### src/sv/alt_pkg.sv
// Shared types, character codes and escape mapping for the assembler line tokenizer.
// No dependencies.
`default_nettype none

package alt_pkg;

  localparam int BYTE_W     = 8;
  localparam int KIND_W     = 2;
  localparam int QUEUE_DEPTH = 4;

  // line phase
  typedef enum logic [1:0] {
    PH_WAIT  = 2'd0,
    PH_TOKEN = 2'd1,
    PH_RUN   = 2'd2,
    PH_NOTE  = 2'd3
  } phase_e;

  // result kinds
  typedef enum logic [KIND_W-1:0] {
    EV_CHAR     = 2'd0,
    EV_TOK_END  = 2'd1,
    EV_LINE_END = 2'd2
  } event_kind_e;

  // quote mode codes
  localparam logic [1:0] QM_NONE   = 2'd0;
  localparam logic [1:0] QM_SINGLE = 2'd1;
  localparam logic [1:0] QM_DOUBLE = 2'd2;

  localparam logic [BYTE_W-1:0] CH_SPACE  = 8'h20;
  localparam logic [BYTE_W-1:0] CH_TAB    = 8'h09;
  localparam logic [BYTE_W-1:0] CH_NL     = 8'h0A;
  localparam logic [BYTE_W-1:0] CH_COMMA  = 8'h2C;
  localparam logic [BYTE_W-1:0] CH_SEMI   = 8'h3B;
  localparam logic [BYTE_W-1:0] CH_SQUOTE = 8'h27;
  localparam logic [BYTE_W-1:0] CH_DQUOTE = 8'h22;
  localparam logic [BYTE_W-1:0] CH_BSLASH = 8'h5C;

  // One accepted byte's results. When two is set, a line end follows the first event.
  typedef struct packed {
    event_kind_e             kind;
    logic [BYTE_W-1:0]       ch;
    logic                    two;
  } bundle_t;

  function automatic logic [BYTE_W-1:0] map_escape(input logic [BYTE_W-1:0] c);
    logic [BYTE_W-1:0] r;
    case (c)
      8'h30:   r = 8'h7F;  // '0'
      8'h61:   r = 8'h07;  // 'a'
      8'h62:   r = 8'h08;  // 'b'
      8'h74:   r = 8'h09;  // 't'
      8'h6E:   r = 8'h0A;  // 'n'
      8'h76:   r = 8'h0B;  // 'v'
      8'h66:   r = 8'h0C;  // 'f'
      8'h72:   r = 8'h0D;  // 'r'
      default: r = c;
    endcase
    return r;
  endfunction

endpackage

`default_nettype wire

### src/sv/alt_in_if.sv
// Input channel: one source text byte per transfer.
// Depends on alt_pkg.
`default_nettype none

interface alt_in_if;
  import alt_pkg::*;

  logic              valid;
  logic              ready;
  logic [BYTE_W-1:0] text_byte;

  modport source (output valid, output text_byte, input ready);
  modport sink   (input valid, input text_byte, output ready);
endinterface

`default_nettype wire

### src/sv/alt_out_if.sv
// Output channel: one token event per transfer.
// Depends on alt_pkg.
`default_nettype none

interface alt_out_if;
  import alt_pkg::*;

  logic              valid;
  logic              ready;
  logic [KIND_W-1:0] event_kind;
  logic [BYTE_W-1:0] char_value;
  logic              run_last;

  modport source (output valid, output event_kind, output char_value, output run_last,
                  input ready);
  modport sink   (input valid, input event_kind, input char_value, input run_last,
                  output ready);
endinterface

`default_nettype wire

### src/sv/assembler_line_tokenizer.sv
// Assembler line tokenizer: byte stream in, token/line events out.
// Path: each accepted byte's bundle is written into the queue, then loaded into the output register.
// Throughput: one byte per cycle while the queue has room; a line end closing a token or comma run
// gives two events from one bundle; the bundle queue absorbs this, input stalls only when full.
// Reset: quote, escape and line state cleared, queue and output register emptied.
`default_nettype none

module assembler_line_tokenizer #(
  parameter int QueueDepth = alt_pkg::QUEUE_DEPTH
) (
  input  wire logic clk_i,
  input  wire logic rst_ni,
  alt_in_if.sink    in_ch,
  alt_out_if.source out_ch
);
  import alt_pkg::*;

  logic    push, pop, full, empty;
  bundle_t wr_bundle, rd_bundle;

  alt_front u_front (
    .clk_i    (clk_i),
    .rst_ni   (rst_ni),
    .in_ch    (in_ch),
    .full_i   (full),
    .push_o   (push),
    .bundle_o (wr_bundle)
  );

  alt_queue #(
    .Depth (QueueDepth)
  ) u_queue (
    .clk_i     (clk_i),
    .rst_ni    (rst_ni),
    .push_i    (push),
    .wr_data_i (wr_bundle),
    .pop_i     (pop),
    .rd_data_o (rd_bundle),
    .full_o    (full),
    .empty_o   (empty)
  );

  alt_back u_back (
    .clk_i     (clk_i),
    .rst_ni    (rst_ni),
    .rd_data_i (rd_bundle),
    .empty_i   (empty),
    .pop_o     (pop),
    .out_ch    (out_ch)
  );

endmodule

`default_nettype wire

### src/sv/alt_front.sv
// Front end: accepts bytes, tracks quote/line state, pushes event bundles.
// Depends on alt_pkg and alt_in_if.
`default_nettype none

module alt_front (
  input  wire logic             clk_i,
  input  wire logic             rst_ni,
  alt_in_if.sink                in_ch,
  input  wire logic             full_i,
  output logic                  push_o,
  output alt_pkg::bundle_t      bundle_o
);
  import alt_pkg::*;

  logic [1:0] qm_q, qm_d;
  logic       esc_q, esc_d;
  phase_e     ph_q, ph_d;
  logic       rc_q, rc_d;

  logic              accept;
  logic [BYTE_W-1:0] c;
  logic              nl, blank, sep;
  logic              emit;
  bundle_t           bnd;

  assign in_ch.ready = !full_i;
  assign accept      = in_ch.valid && !full_i;
  assign c           = in_ch.text_byte;
  assign nl          = (c == CH_NL);
  assign blank       = (c == CH_SPACE) || (c == CH_TAB) || nl;
  assign sep         = (c == CH_SPACE) || (c == CH_TAB) || (c == CH_COMMA);

  always_comb begin
    logic do_tok;
    logic do_end;
    phase_e end_next;
    qm_d     = qm_q;
    esc_d    = esc_q;
    ph_d     = ph_q;
    rc_d     = rc_q;
    emit     = 1'b0;
    bnd.kind = EV_CHAR;
    bnd.ch   = '0;
    bnd.two  = 1'b0;
    do_tok   = 1'b0;
    do_end   = 1'b0;
    end_next = PH_WAIT;

    if (esc_q) begin
      esc_d  = 1'b0;
      ph_d   = PH_TOKEN;
      rc_d   = 1'b0;
      emit   = 1'b1;
      bnd.ch = map_escape(c);
    end else if (ph_q == PH_NOTE) begin
      if (nl) ph_d = PH_WAIT;
    end else if (qm_q == QM_NONE) begin
      if (ph_q == PH_WAIT) begin
        if (blank) begin
          // skipped before line start
        end else if (c == CH_SEMI) begin
          ph_d = PH_NOTE;
        end else if (c == CH_COMMA) begin
          emit     = 1'b1;
          bnd.kind = EV_TOK_END;
          ph_d     = PH_RUN;
          rc_d     = 1'b1;
        end else begin
          do_tok = 1'b1;
        end
      end else if (nl) begin
        do_end = 1'b1;
      end else if (c == CH_SEMI) begin
        do_end   = 1'b1;
        end_next = PH_NOTE;
      end else if (sep) begin
        if (ph_q == PH_TOKEN) begin
          emit     = 1'b1;
          bnd.kind = EV_TOK_END;
          ph_d     = PH_RUN;
          rc_d     = (c == CH_COMMA);
        end else if (c == CH_COMMA) begin
          rc_d = 1'b1;
        end
      end else begin
        do_tok = 1'b1;
      end
    end else begin
      if (ph_q == PH_WAIT) begin
        do_tok = !blank;
      end else if (nl) begin
        do_end = 1'b1;
      end else begin
        do_tok = 1'b1;
      end
    end

    if (do_tok) begin
      if (c == CH_SQUOTE && qm_q != QM_DOUBLE) begin
        qm_d = (qm_q != QM_NONE) ? QM_NONE : QM_SINGLE;
      end else if (c == CH_DQUOTE && qm_q != QM_SINGLE) begin
        qm_d = (qm_q != QM_NONE) ? QM_NONE : QM_DOUBLE;
      end
      ph_d = PH_TOKEN;
      rc_d = 1'b0;
      if (qm_d != QM_NONE && c == CH_BSLASH) begin
        esc_d = 1'b1;
      end else begin
        emit   = 1'b1;
        bnd.ch = c;
      end
    end

    if (do_end) begin
      emit = 1'b1;
      // open token or comma run closes with an extra token end
      if (ph_q == PH_TOKEN || (ph_q == PH_RUN && rc_q)) begin
        bnd.kind = EV_TOK_END;
        bnd.two  = 1'b1;
      end else begin
        bnd.kind = EV_LINE_END;
      end
      rc_d = 1'b0;
      ph_d = end_next;
    end
  end

  always_ff @(posedge clk_i or negedge rst_ni) begin
    if (!rst_ni) begin
      qm_q  <= QM_NONE;
      esc_q <= 1'b0;
      ph_q  <= PH_WAIT;
      rc_q  <= 1'b0;
    end else if (accept) begin
      qm_q  <= qm_d;
      esc_q <= esc_d;
      ph_q  <= ph_d;
      rc_q  <= rc_d;
    end
  end

  assign push_o   = accept && emit;
  assign bundle_o = bnd;

`ifndef SYNTHESIS
  a_esc_in_quotes: assert property (@(posedge clk_i) disable iff (!rst_ni)
    esc_q |-> (qm_q != QM_NONE))
    else $error("escape pending outside quotes");
  a_comma_in_run: assert property (@(posedge clk_i) disable iff (!rst_ni)
    rc_q |-> (ph_q == PH_RUN))
    else $error("comma flag set outside separator run");
  a_two_is_tokend: assert property (@(posedge clk_i) disable iff (!rst_ni)
    (push_o && bundle_o.two) |-> (bundle_o.kind == EV_TOK_END))
    else $error("double bundle without token end");
`endif

endmodule

`default_nettype wire

### src/sv/alt_queue.sv
// Small flop-based FIFO of event bundles between front and back end.
// Depends on alt_pkg.
`default_nettype none

module alt_queue #(
  parameter int Depth = alt_pkg::QUEUE_DEPTH
) (
  input  wire logic             clk_i,
  input  wire logic             rst_ni,
  input  wire logic             push_i,
  input  alt_pkg::bundle_t      wr_data_i,
  input  wire logic             pop_i,
  output alt_pkg::bundle_t      rd_data_o,
  output logic                  full_o,
  output logic                  empty_o
);
  import alt_pkg::*;

  localparam int AW = (Depth > 1) ? $clog2(Depth) : 1;
  localparam int CW = $clog2(Depth + 1);

  bundle_t         mem_q [Depth];
  logic [AW-1:0]   wr_ptr_q, rd_ptr_q;
  logic [CW-1:0]   cnt_q;
  logic            do_push, do_pop;

  assign full_o    = (cnt_q == CW'(Depth));
  assign empty_o   = (cnt_q == '0);
  assign do_push   = push_i && !full_o;
  assign do_pop    = pop_i && !empty_o;
  assign rd_data_o = mem_q[rd_ptr_q];

  always_ff @(posedge clk_i or negedge rst_ni) begin
    if (!rst_ni) begin
      wr_ptr_q <= '0;
      rd_ptr_q <= '0;
      cnt_q    <= '0;
    end else begin
      if (do_push) wr_ptr_q <= (wr_ptr_q == AW'(Depth - 1)) ? '0 : wr_ptr_q + 1'b1;
      if (do_pop)  rd_ptr_q <= (rd_ptr_q == AW'(Depth - 1)) ? '0 : rd_ptr_q + 1'b1;
      if (do_push && !do_pop)      cnt_q <= cnt_q + 1'b1;
      else if (do_pop && !do_push) cnt_q <= cnt_q - 1'b1;
    end
  end

  always_ff @(posedge clk_i) begin
    if (do_push) mem_q[wr_ptr_q] <= wr_data_i;
  end

`ifndef SYNTHESIS
  a_no_overflow: assert property (@(posedge clk_i) disable iff (!rst_ni)
    !(push_i && full_o))
    else $error("push into full queue");
`endif

endmodule

`default_nettype wire

### src/sv/alt_back.sv
// Back end: pops bundles and drives one event per transfer from an output register.
// Depends on alt_pkg and alt_out_if.
`default_nettype none

module alt_back (
  input  wire logic             clk_i,
  input  wire logic             rst_ni,
  input  alt_pkg::bundle_t      rd_data_i,
  input  wire logic             empty_i,
  output logic                  pop_o,
  alt_out_if.source             out_ch
);
  import alt_pkg::*;

  logic              vld_q, vld_d;
  logic              sec_q, sec_d;   // line end still owed for current bundle
  event_kind_e       kind_q, kind_d;
  logic [BYTE_W-1:0] ch_q, ch_d;
  logic              last_q, last_d;
  logic              load;

  assign load = !vld_q || out_ch.ready;

  always_comb begin
    vld_d  = vld_q;
    sec_d  = sec_q;
    kind_d = kind_q;
    ch_d   = ch_q;
    last_d = last_q;
    pop_o  = 1'b0;
    if (load) begin
      if (sec_q) begin
        vld_d  = 1'b1;
        sec_d  = 1'b0;
        kind_d = EV_LINE_END;
        ch_d   = '0;
        last_d = 1'b1;
      end else if (!empty_i) begin
        pop_o  = 1'b1;
        vld_d  = 1'b1;
        sec_d  = rd_data_i.two;
        kind_d = rd_data_i.kind;
        ch_d   = rd_data_i.ch;
        last_d = !rd_data_i.two;
      end else begin
        vld_d = 1'b0;
      end
    end
  end

  always_ff @(posedge clk_i or negedge rst_ni) begin
    if (!rst_ni) begin
      vld_q <= 1'b0;
      sec_q <= 1'b0;
    end else begin
      vld_q <= vld_d;
      sec_q <= sec_d;
    end
  end

  always_ff @(posedge clk_i) begin
    kind_q <= kind_d;
    ch_q   <= ch_d;
    last_q <= last_d;
  end

  assign out_ch.valid      = vld_q;
  assign out_ch.event_kind = kind_q;
  assign out_ch.char_value = ch_q;
  assign out_ch.run_last   = last_q;

`ifndef SYNTHESIS
  a_second_follows_tokend: assert property (@(posedge clk_i) disable iff (!rst_ni)
    sec_q |-> (vld_q && kind_q == EV_TOK_END && !last_q))
    else $error("owed line end without pending token end");
`endif

endmodule

`default_nettype wire
### src/flat_wrapper.sv
// flat-port wrapper written by rule: the top's interface ports become plain ports
module assembler_line_tokenizer_flat import alt_pkg::*;
#(
  parameter int QueueDepth = alt_pkg::QUEUE_DEPTH
)
  (clk_i, rst_ni, in_ch_valid, in_ch_text_byte, in_ch_ready, out_ch_valid, out_ch_event_kind, out_ch_char_value, out_ch_run_last, out_ch_ready);
  alt_in_if in_ch_i ();
  alt_out_if out_ch_i ();
  input  wire logic clk_i;
  input  wire logic rst_ni;
  input wire logic [$bits(in_ch_i.valid)-1:0] in_ch_valid;
  input wire logic [$bits(in_ch_i.text_byte)-1:0] in_ch_text_byte;
  output wire logic [$bits(in_ch_i.ready)-1:0] in_ch_ready;
  output wire logic [$bits(out_ch_i.valid)-1:0] out_ch_valid;
  output wire logic [$bits(out_ch_i.event_kind)-1:0] out_ch_event_kind;
  output wire logic [$bits(out_ch_i.char_value)-1:0] out_ch_char_value;
  output wire logic [$bits(out_ch_i.run_last)-1:0] out_ch_run_last;
  input wire logic [$bits(out_ch_i.ready)-1:0] out_ch_ready;
  assign in_ch_i.valid = in_ch_valid;
  assign in_ch_i.text_byte = in_ch_text_byte;
  assign in_ch_ready = in_ch_i.ready;
  assign out_ch_valid = out_ch_i.valid;
  assign out_ch_event_kind = out_ch_i.event_kind;
  assign out_ch_char_value = out_ch_i.char_value;
  assign out_ch_run_last = out_ch_i.run_last;
  assign out_ch_i.ready = out_ch_ready;
  assembler_line_tokenizer #(.QueueDepth(QueueDepth)) u_core (.clk_i(clk_i), .rst_ni(rst_ni), .in_ch(in_ch_i), .out_ch(out_ch_i));
endmodule
### config.mk
export PLATFORM = sky130hd
export DESIGN_NAME = assembler_line_tokenizer_flat
export DESIGN_NICKNAME = d
export VERILOG_FILES = /design/src/sv/alt_pkg.sv /design/src/sv/alt_in_if.sv /design/src/sv/alt_out_if.sv /design/src/sv/assembler_line_tokenizer.sv /design/src/sv/alt_front.sv /design/src/sv/alt_queue.sv /design/src/sv/alt_back.sv /design/src/flat_wrapper.sv
export SDC_FILE = /design/constraint.sdc
export NUM_CORES = 1
export LEC_CHECK = 0
export ABC_AREA = 1
export CAP_MARGIN = 20
export CORE_MARGIN = 4
export CORE_UTILIZATION = 60
export CTS_BUF_LIST = sky130_fd_sc_hd__clkbuf_16
export DETAILED_ROUTE_END_ITERATION = 10
export DONT_BUFFER_PORTS = 1
export PLACE_DENSITY = 0.75
export SETUP_SLACK_MARGIN = 0.1
export SLEW_MARGIN = 10
export SYNTH_ARGS = -nofsm -noshare
export SYNTH_HDL_FRONTEND = slang
export SYNTH_SLANG_ARGS = --single-unit
### constraint.sdc
create_clock -name clk_i -period 2.9 [get_ports clk_i]
set_input_delay 0.435 -clock clk_i [delete_from_list [all_inputs] [get_ports clk_i]]
set_output_delay 0.435 -clock clk_i [all_outputs]
set_load 0.01 [all_outputs]
; Word level (Yosys, flattened, before mapping)
; Memories as Yosys holds them, arrays and structs flattened.
; Cells that the tools add are included.
[op_classes]
eq_ne = 36
muxes = 108
reduce_logical = 35
add_sub_neg = 4
[op_table]
columns = operator, count
row1 = 1-bit 2-to-1 mux, 68
row2 = 2-bit 2-to-1 mux, 33
row3 = "8-bit by 7-bit == test with 1-bit output, second input constant", 8
row4 = 8-bit one-hot mux with 8 select lines, 1
row5 = "8-bit by 6-bit == test with 1-bit output, second input constant", 6
row6 = 8-bit 2-to-1 mux, 4
row7 = "8-bit by 4-bit == test with 1-bit output, second input constant", 2
row8 = "7-bit by 4-bit != test with 1-bit output, second input constant", 2
row9 = 1-bit logical AND, 10
row10 = "5-bit by 3-bit != test with 1-bit output, second input constant", 2
row11 = 5-bit nonzero test, 2
row12 = 9-bit AND reduction, 1
row13 = "2-bit == test, second input constant", 4
row14 = "4-bit by 2-bit != test with 1-bit output, second input constant", 2
row15 = 1-bit zero test, 7
row16 = "7-bit by 3-bit != test with 1-bit output, second input constant", 1
row17 = "7-bit by 5-bit != test with 1-bit output, second input constant", 1
row18 = 7-bit AND reduction, 1
row19 = 3-bit 2-to-1 mux, 2
row20 = "6-bit by 2-bit != test with 1-bit output, second input constant", 1
row21 = "6-bit by 4-bit != test with 1-bit output, second input constant", 1
row22 = 2-bit nonzero test, 3
row23 = 1-bit logical OR, 5
row24 = "5-bit by 2-bit != test with 1-bit output, second input constant", 1
row25 = 11 further kinds, 15
[totals]
input_bits = 12
ramBits = 44
n_memories = 1
wordCells = 196
reg_bits = 26
[memory_table]
columns = name, depth, width, read_ports, rd_clocked_by_memory_dff, write_ports, line
row1 = u_core.u_queue.mem_q, 4, 11, 1, 0, 1, alt_queue.sv:22  ; bundle_t mem_q [Depth];

; Longest topological paths before layout
; Gate-level depths: netlist of the first run.
[logic_depth]
word_depth = 22
depth_mapped = 19

; By module
; A second synthesis of the first run with hierarchy kept.
[hier_totals]
cells_unflattened = 447
area_unflattened_um2 = 3916.3
[modules_own_cells]
columns = module, area_per_inst_um2, n_inst, cells_each
row1 = alt_queue, 2225.9, 1, 189
row2 = alt_front, 1163.6, 1, 210
row3 = alt_back, 526.8, 1, 48

; Worst setup path before layout of the first run
; Ideal clock, no wire load.
[synth_path]
kind = register -> register
startpoint = register u_core.u_front.ph_q[0]
endpoint = register u_core.u_queue.cnt_q[1]
slack_ns = 0.282
arrival_time_ns = 2.493
synth_period_minus_slack_ns = 2.618
path_stages_with_launch = 18
cell_sequence = dfrtp_1 inv_1 ha_1 inv_1 nand2_1 nor2_1 nand3_1 nand2_1 inv_2 nand2_2 a21oi_2 nand2_4 nand2_4 inv_1 ha_1 inv_1 fa_1 mux2_2
[synth_between]
elab_chain_cells = 17
word_cells_on_any_way = 31
cone_classes = eq/ne: 2 / mux: 22 / reduce/logical: 7
[synth_rtl]
columns = element, line
row1 = from (decl), alt_front.sv:17  ; phase_e ph_q, ph_d;
row2 = from (signal assigned), alt_front.sv:137  ; ph_q <= ph_d;
row3 = 2-bit by 1-bit == test with 1-bit output, alt_front.sv:77  ; if (ph_q == PH_TOKEN) begin
row4 = 1-bit 2-to-1 mux, alt_front.sv:77
row5 = 1-bit 2-to-1 mux, alt_front.sv:76  ; end else if (sep) begin
row6 = 1-bit 2-to-1 mux, alt_front.sv:73  ; end else if (c == CH_SEMI) begin
row7 = 1-bit 2-to-1 mux, alt_front.sv:71  ; end else if (nl) begin
row8 = 1-bit 2-to-1 mux, alt_front.sv:58  ; if (ph_q == PH_WAIT) begin
row9 = 1-bit 2-to-1 mux, alt_front.sv:57  ; end else if (qm_q == QM_NONE) begin
row10 = 1-bit 2-to-1 mux, alt_front.sv:55  ; end else if (ph_q == PH_NOTE) begin
row11 = [... 2 more ...], --
row12 = 1-bit 2-to-1 mux, alt_front.sv:98  ; if (do_tok) begin
row13 = 1-bit 2-to-1 mux *, alt_front.sv:114  ; if (do_end) begin
row14 = 1-bit logical AND *, alt_front.sv:142  ; assign push_o = accept && emit;
row15 = 1-bit logical AND *, alt_queue.sv:29  ; assign do_push = push_i && !full_o;
row16 = via u_core.u_queue.do_push, alt_queue.sv:25  ; logic do_push, do_pop;
row17 = 1-bit zero test, alt_queue.sv:42  ; else if (do_pop && !do_push) cnt_q <= cnt_q - 1'b1;
row18 = 1-bit logical AND, alt_queue.sv:42
row19 = 2-bit nonzero test (no source line), --
row20 = to (signal assigned), alt_queue.sv:41  ; if (do_push && !do_pop) cnt_q <= cnt_q + 1'b1;
row21 = to (signal assigned), alt_queue.sv:42
row22 = to (decl), alt_queue.sv:24  ; logic [CW-1:0] cnt_q;
; Mark *: on every way through the listed nets, which the timed path passes. The rest lies on a longest branch.
; A chain may end at the register's enable or synchronous reset.

; Worst setup path after layout of the first run
[layout_path]
startpoint = register u_core.u_front.ph_q[0]
endpoint = register u_core.u_queue.cnt_q[2]
; Same word-level chain as after synthesis.

==> key figures, run 1 <==
Placed design
  – HPWL after detailed placement: 5210 um
  – Placement Cell Area: 0.00377 mm^2
  – Gpl congestion: 0.941
  – IO buf count: 0

Cells and area
  – Share of layout cells above drive strength 1: 16.6%
  – Final Cell Area: 0.00413 mm^2
  – Area Growth Syn to Fin: 13.2%
  – Final nets: 434
  – Layout fillers: 450
  – # diodes: 0
  – Final core occ: 69.7%

Timing
  – Relative slew slack: 46.8%
  – Min cycle time layout: 2.68 ns
  – Setup violators final: 0
  – Final Max Tran Viols: 0
  – RSZ-0062 raised after global routing: yes
  – Worst Hold Slack: 0.335 ns
  – Maximum clock skew at final layout: 0.00619 ns
  – Final hold violations: 0
  – Tcrit/Tclk final: 92.4%
  – Worst slew pin tran: 0.795 ns
  – Achievable Freq: 373 MHz
  – Sum Neg Setup Slack: 0 ns

Worst setup path
  – WS Path Type: register to register
  – Largest stage delay, worst path: 0.41 ns
  – CP Data Arrival Time: 2.89 ns
  – CP required: 3.11 ns
  – Crit-path cells: inv_2 -> ha_1 -> inv_2 -> nand2_1 -> nor2_1 -> nand3_1 -> nand2_1 -> inv_2 -> nand2_2 -> a21oi_2 -> nand2_4 -> nand2_4 -> inv_1 -> ha_1 -> inv_2 -> fa_1 -> a21oi_1 -> o21ai_1 -> xnor2_1
  – Crit-path slowest cell: dfrtp_1
  – Reg2Reg Depth: 19
  – R2r setup slk: 0.22 ns
  – Critical register-to-register path startpoint: u_core.u_front.ph_q[0]$_DFFE_PN0P_
  – Crit-path max FO: 7
  – Delay-heaviest family, CP: adder cells
  – Critical path buffers and inverters: 5
  – Reg-to-Reg End: u_core.u_queue.cnt_q[2]$_DFFE_PN0P_
  – Worst setup SP type: register
  – Cell mode on critical path: inv_2
  – CP endpoint kind: register

Synthesis
  – Synthesized net count: 418
  – Yosys warnings: 0
  – Largest area contributor in the netlist: edfxtp_1
  – Mapped Avg Cell Area: 9.24 um^2
  – Commonest cells post-synth: nand2_1 (75), nor2_1 (68), edfxtp_1 (55)
  – EDFF count, synth: 55
  – Top FF cell, synth: edfxtp_1
  – Most numerous cell in the Yosys netlist: nand2_1
  – Mapped Area: 0.00365 mm^2
  – Async SR Flop Fraction: 21.4%
  – FF+latch count, synth: 70
  – Seq/Total Area, Yosys: 55.6%
  – Post-synth cell types: 34
  – Cell count after synthesis: 395
  – Top cell type's share of synthesized area: 45.3%
  – Area contributors post-synth: edfxtp_1 (45%), dfrtp_1 (10%), nand2_1 (7.7%)

Die
  – Core area: 0.00592 mm^2
  – Die W: 86.0 um
  – Starting Density: 61.6%
  – Ports: 25
  – Die height: 86.0 um
  – Site Rows: 28
  – Die ar.: 0.00739 mm^2

Drt
  – WL/cell: 15.3 um
  – Vias/cell: 5.65
  – DR vias: 2775
  – Detail Route Antenna Nets: 0
  – Total Wirelength: 7530 um
  – Residual DRC: 0
  – Initial DRC Count: 221
  – DR pass1 iterations: 5

Global route
  – Grt ovf: 0
  – GRT Overall Usage: 22.0%
  – Met1 usage: 26.9%
  – Largest net degree at the start of global routing: 26
  – Global routing met3 resource utilization: 5.28%
  – First-pass GRT wire length: 12400 um
  – Global route hottest layer: met2
  – Vias in the first global route: 2659
  – Met2 usage: 36.7%
  – Initial antenna violation count: 0

Pwr
  – Peak supply drop: 0.000596 V
  – P per Cell Area: 1090 mW/mm^2
  – Power consumption: 4.50 mW
  – Leakage: 1.74 nW

Run
  – Max-cap violations: 0

Worst hold path
  – Hold path startpoint: out_ch_ready
  – Hold path depth: 3
  – WHS Endpoint: u_core.u_back.sec_q$_DFFE_PN0P_
  – Worst hold path class: input pin to register

Clocking
  – Clk slew on worst S/H paths: 0.06 ns
  – H-tree depth: 3
  – Root Driver: clkbuf_16
  – # clock sinks: 70
  – Clock latency on the worst-skew pair: 0.33 ns
  – Clock buffer depth: 2
  – Num CTS Buffers: 9
  – CTS tree: built

Run status
  – Run status: finished, final reports clean
==> worst max-delay path by stage <==
stage                                        from                                   to  slack, ns  cells after the start
2_1_floorplan  u_core.u_front.ph_q[0]$_DFFE_PN0P_  u_core.u_queue.cnt_q[1]$_DFFE_PN0P_       0.28                     17
3_3_place_gp   u_core.u_front.ph_q[0]$_DFFE_PN0P_  u_core.u_queue.cnt_q[2]$_DFFE_PN0P_       0.20                     19
3_5_place_dp   u_core.u_front.ph_q[0]$_DFFE_PN0P_  u_core.u_queue.cnt_q[2]$_DFFE_PN0P_       0.16                     19
4_1_cts        u_core.u_front.ph_q[0]$_DFFE_PN0P_  u_core.u_queue.cnt_q[2]$_DFFE_PN0P_       0.15                     19
5_1_grt        u_core.u_front.ph_q[1]$_DFFE_PN0P_  u_core.u_queue.cnt_q[2]$_DFFE_PN0P_       0.06                     19
6_report       u_core.u_front.ph_q[0]$_DFFE_PN0P_  u_core.u_queue.cnt_q[2]$_DFFE_PN0P_       0.22                     19
==> flip-flops by register name, summed over array words and instances, names as in the netlist, 2 cells and up <==
register,cells
u_core.u_front.ph_q,2
u_core.u_queue.rd_ptr_q,2
u_core.u_front.qm_q,2
u_core.u_queue.mem_q,44
u_core.u_back.out_ch.char_value,8
u_core.u_queue.cnt_q,3
u_core.u_back.out_ch.event_kind,2
u_core.u_queue.wr_ptr_q,2
==> cell type report <==
type | instances | area, um^2 | share of cell area [%]
multi-input combinational | 278 | 1460 | 35.2
tap | 75 | 93.8 | 2.27
timing repair buffer | 13 | 100 | 2.42
inverter | 39 | 146 | 3.55
sequential | 70 | 2030 | 49.1
clock inverter | 7 | 81.3 | 1.97
clock buffer | 9 | 225 | 5.45
==> routing by layer <==
layer	routed length [um]	part of all wire (%)
met2	3830	51
met1	3170	42
met3	415	5.5
met5	0	0
met4	113	1.5
==> cell usage in the layout, fill, tap and decap left out, drive strengths merged, types with 4 or more instances in the layout <==
cell type  instances
nand2             89
nor2              77
edfxtp            55
inv               42
o21ai             37
nand3             25
a21oi             19
dfrtp             15
buf               12
ha                10
clkbuf             9
nor3               4
==> power breakdown <==
| group | internal, mW | total [mW] | leakage [nW] | switching, mW |
|---|---|---|---|---|
| Combinational | 0.580 | 1.64 | 0.902 | 1.06 |
| Clock | 0.676 | 1.11 | 0.141 | 0.429 |
| Sequential | 1.54 | 1.76 | 0.700 | 0.223 |
==> cell families after synthesis <==
logic type      after synthesis  synth area share, %
buf+inv                      47                 4.84
simple gates                200                 25.2
flops                        70                 55.6
fa+ha+maj                    11                 3.98
xor+xnor                      2                0.480
mux                           1                0.309
compound gates               64                 9.60
==> per-stage QoR <==
stage / std cells / worst slack, ns
4_1_cts: 487 / 0.148
5_1_grt: 491 / 0.0579
6_report: 491 / 0.222
3_3_place_gp: 470 / 0.201
2_1_floorplan: 395 / 0.282
3_5_place_dp: 470 / 0.158
==> repair_timing <==
item	4_1_cts	5_1_grt
setup endpoints to repair	0	2
hold buffers	1	0
gates resized for setup	0	7
hold endpoints to repair	15	0
buffers inserted	0	4
==> worst min-delay path, cell delays in order <==
cell     delay, ns
nor2_1        0.04
inv_1         0.06
o21ai_0       0.08
(Power assumes the default switching activity.)
==> run 2, diff against run 1 <==
==> constraint.sdc (replaced) <==
create_clock -name clk_i -period 2.9 [get_ports clk_i]
set_input_delay 0.58 -clock clk_i [delete_from_list [all_inputs] [get_ports clk_i]]
set_output_delay 0.58 -clock clk_i [all_outputs]
set_load 0.01 [all_outputs]
==> run 2 against run 1 <==
Against the previous run:
- combinational power hardly changed
- worst hold slack better by 0.11 ns
- first-iteration DRC count is 17% lower
- highest routed layer unchanged
- critical path type unchanged
- register-to-register slack better by 0.06 ns
- die area stayed put
- clock-buffer cell count stayed put
- via count is 0.86% higher
==> key figures, run 2 (synthesized netlist as in run 1, its figures left out) <==
Cells and area
  – Layout fillers: 411 (-8.7%)
  – Max reg flops: 44 (unchanged)
  – Seq. cell area: 0.00203 mm^2 (unchanged)
  – Largest Register: u_core.u_queue.mem_q
  – Area of the multi-input gates: 0.00146 mm^2 (+0.26%)
  – Commonest non-fill, non-tap cells in the layout: nand2_1 (75), nor2_1 (67), edfxtp_1 (55)
  – Final nets: 434 (unchanged)
  – Final Cell Area: 0.00417 mm^2 (+1.1%)
  – Commonest non-fill, non-tap cell in the layout: nand2_1
  – Share of layout cells above drive strength 1: 16.3% (-0.24 points)
  – Area Growth Syn to Fin: 14.4%
  – # diodes: 0 (unchanged)

Clocking
  – Clock buffer depth: 2 (unchanged)
  – CTS tree: built
  – Clk slew on worst S/H paths: 0.06 ns (about the same)
  – Clock latency on the worst-skew pair: 0.33 ns (about the same)
  – # clock sinks: 70 (unchanged)
  – Num CTS Buffers: 9 (unchanged)
  – Root Driver: clkbuf_16
  – H-tree depth: 3 (unchanged)

Worst setup path
  – Reg2Reg Depth: 18 (-1)
  – Worst setup SP type: register
  – Crit-path max FO: 7 (unchanged)
  – CP required: 3.11 ns (about the same)
  – Critical register-to-register path startpoint: u_core.u_front.ph_q[0]$_DFFE_PN0P_
  – R2r setup slk: 0.28 ns (+0.06 ns)
  – CP endpoint kind: register
  – WS Path Type: register to register
  – CP Data Arrival Time: 2.83 ns (-0.06 ns)
  – Reg-to-Reg End: u_core.u_queue.cnt_q[2]$_DFFE_PN0P_

Pwr
  – Internal Power: 2.96 mW (+5.9%)
  – Sw Pwr: 1.70 mW (-0.85%)
  – Leakage: 1.78 nW (+1.9%)
  – Peak supply drop: 0.000850 V (+43%)
  – Reg power frac: 37.9% (-1.2 points)
  – P per Cell Area: 1120 mW/mm^2 (+2.2%)
  – Clock share of power: 26.9% (+2.4 points)
  – Switching Share: 36.4% (-1.5 points)
  – Combinational power share: 35.2% (-1.2 points)

Worst hold path
  – Hold path depth: 3 (unchanged)
  – Worst hold path class: input pin to register
  – Hold path startpoint: out_ch_ready
  – WHS Endpoint: u_core.u_back.sec_q$_DFFE_PN0P_

Placed design
  – Gpl congestion: 1.01 (+7.8%)
  – IO buf count: 0 (unchanged)
  – DP Worst Slack: 0.0340 ns (-0.124 ns)
  – HPWL after detailed placement: 5160 um (-0.98%)
  – Placement Cell Area: 0.00379 mm^2 (+0.40%)

Timing
  – Achievable Freq: 382 MHz (+2.3%)
  – Min cycle time layout: 2.62 ns (-0.0600 ns)
  – Final Max Tran Viols: 0 (unchanged)
  – Maximum clock skew at final layout: 0.00541 ns (-0.000779 ns)
  – Setup slack after layout: 0.282 ns (+0.0600 ns)
  – Relative slew slack: 49.1% (+2.3 points)
  – Setup violators final: 0 (unchanged)
  – RSZ-0062 raised after global routing: yes
  – Tcrit/Tclk final: 90.3% (-2.1 points)
  – Sum Neg Setup Slack: 0 ns (unchanged)
  – Worst slew pin tran: 0.761 ns (-0.0339 ns)
  – Final hold violations: 0 (unchanged)

Global route
  – Grt ovf: 0 (unchanged)
  – Vias in the first global route: 2666 (+0.26%)
  – Largest net degree at the start of global routing: 26 (unchanged)
  – GRT Overall Usage: 21.1% (-0.90 points)
  – Initial antenna violation count: 0 (unchanged)
  – First-pass GRT wire length: 12000 um (-2.7%)

Drt
  – Residual DRC: 0 (unchanged)
  – Initial DRC Count: 183 (-17%)
  – Vias/cell: 5.70 (+0.86%)
  – Detail Route Antenna Nets: 0 (unchanged)
  – DR vias: 2799 (+0.86%)
  – Total Wirelength: 7410 um (-1.6%)
  – WL/cell: 15.1 um (-1.6%)
  – DR pass1 iterations: 6 (+1)

Run
  – Max-cap violations: 0 (unchanged)

Die
  – Die ar.: 0.00739 mm^2 (unchanged)
  – Starting Density: 61.6% (unchanged)
  – Site Rows: 28 (unchanged)
  – Ports: 25 (unchanged)
  – Core area: 0.00592 mm^2 (unchanged)
  – Die height: 86.0 um (unchanged)
  – Die W: 86.0 um (unchanged)

Run status
  – Run status: finished, final reports clean
-- run 2: changes by cell type in the layout (fill, tap and decap cells not counted), moves of 2 or more --
| cell | delta |
|---|---|
| clkinvlp_4 | -3 |
| bufinv_16 | +2 |
| clkinv_4 | +2 |
| inv_1 | +2 |
| inv_2 | -2 |
-- run 2: metrics by stage --
stage / instances / power [mW] / hold slack, ns / utilization, %
after floorplan: 395 / 2.93 / 0.284 / -
after global placement: 472 / 3.30 / 0.285 / 64.0
after detailed placement: 472 / 3.36 / 0.285 / 64.0
after CTS: 489 / 4.63 / 0.446 / 70.0
after global routing: 491 / 4.96 / 0.486 / 70.5
final: 491 / 4.65 / 0.448 / 70.5
-- run 2: what timing repair did --
action | CTS | global route
hold buffers | 1 | 0
resized for setup | 0 | 6
setup buffers | 0 | 2
endpoints found under the setup margin | 0 | 2
endpoints found under the hold margin | 15 | 0
-- run 2: layout make-up --
type                       count  area share, %
sequential                    70           48.6
multi-input combinational    278           35.0
clock buffer                   9           5.40
inverter                      39           3.51
clock inverter                 7           2.91
timing repair buffer          13           2.40
tap                           75           2.25
-- run 2: worst max-delay path by stage --
stage,slack (ns),cells past startpoint,from,to
global placement,0.12,16,in_ch_text_byte[7],u_core.u_queue.cnt_q[1]$_DFFE_PN0P_
detailed placement,0.03,16,in_ch_text_byte[7],u_core.u_queue.cnt_q[1]$_DFFE_PN0P_
finish,0.28,18,u_core.u_front.ph_q[0]$_DFFE_PN0P_,u_core.u_queue.cnt_q[2]$_DFFE_PN0P_
floorplan,0.27,15,in_ch_text_byte[7],u_core.u_queue.cnt_q[1]$_DFFE_PN0P_
CTS,0.18,18,u_core.u_front.ph_q[0]$_DFFE_PN0P_,u_core.u_queue.cnt_q[2]$_DFFE_PN0P_
global route,0.06,19,u_core.u_front.ph_q[0]$_DFFE_PN0P_,u_core.u_queue.cnt_q[2]$_DFFE_PN0P_
-- run 2: per-layer routing --
layer	up-vias	global-route usage (%)	wire length, um
met2	150	35.4	3630
met4	0	8.06	199
li1	1361	-	-
met5	-	0	0
met1	1258	25.4	3060
met3	30	6.34	531
-- run 2: worst max-delay path, stage by stage (launching register included) --
cell     delay [ns]
dfrtp_1        0.41
ha_2           0.25
nor2_4         0.12
inv_1          0.06
nor2_1         0.10
nand3_1        0.10
nand2_1        0.10
inv_2          0.06
nand2_2        0.08
a21oi_2        0.05
nand2_4        0.10
nand2_4        0.07
inv_1          0.06
ha_1           0.15
inv_2          0.06
fa_1           0.40
a21oi_2        0.13
o21ai_1        0.08
xnor2_1        0.13
-- run 2: power groups by stage --
stage	logic [mW]	clock network [mW]	registers (mW)
finish	1.64	1.25	1.76
global route	1.85	1.31	1.80
CTS	1.60	1.27	1.77
detailed placement	1.58	0	1.78
global placement	1.53	0	1.77
floorplan	1.22	0	1.71
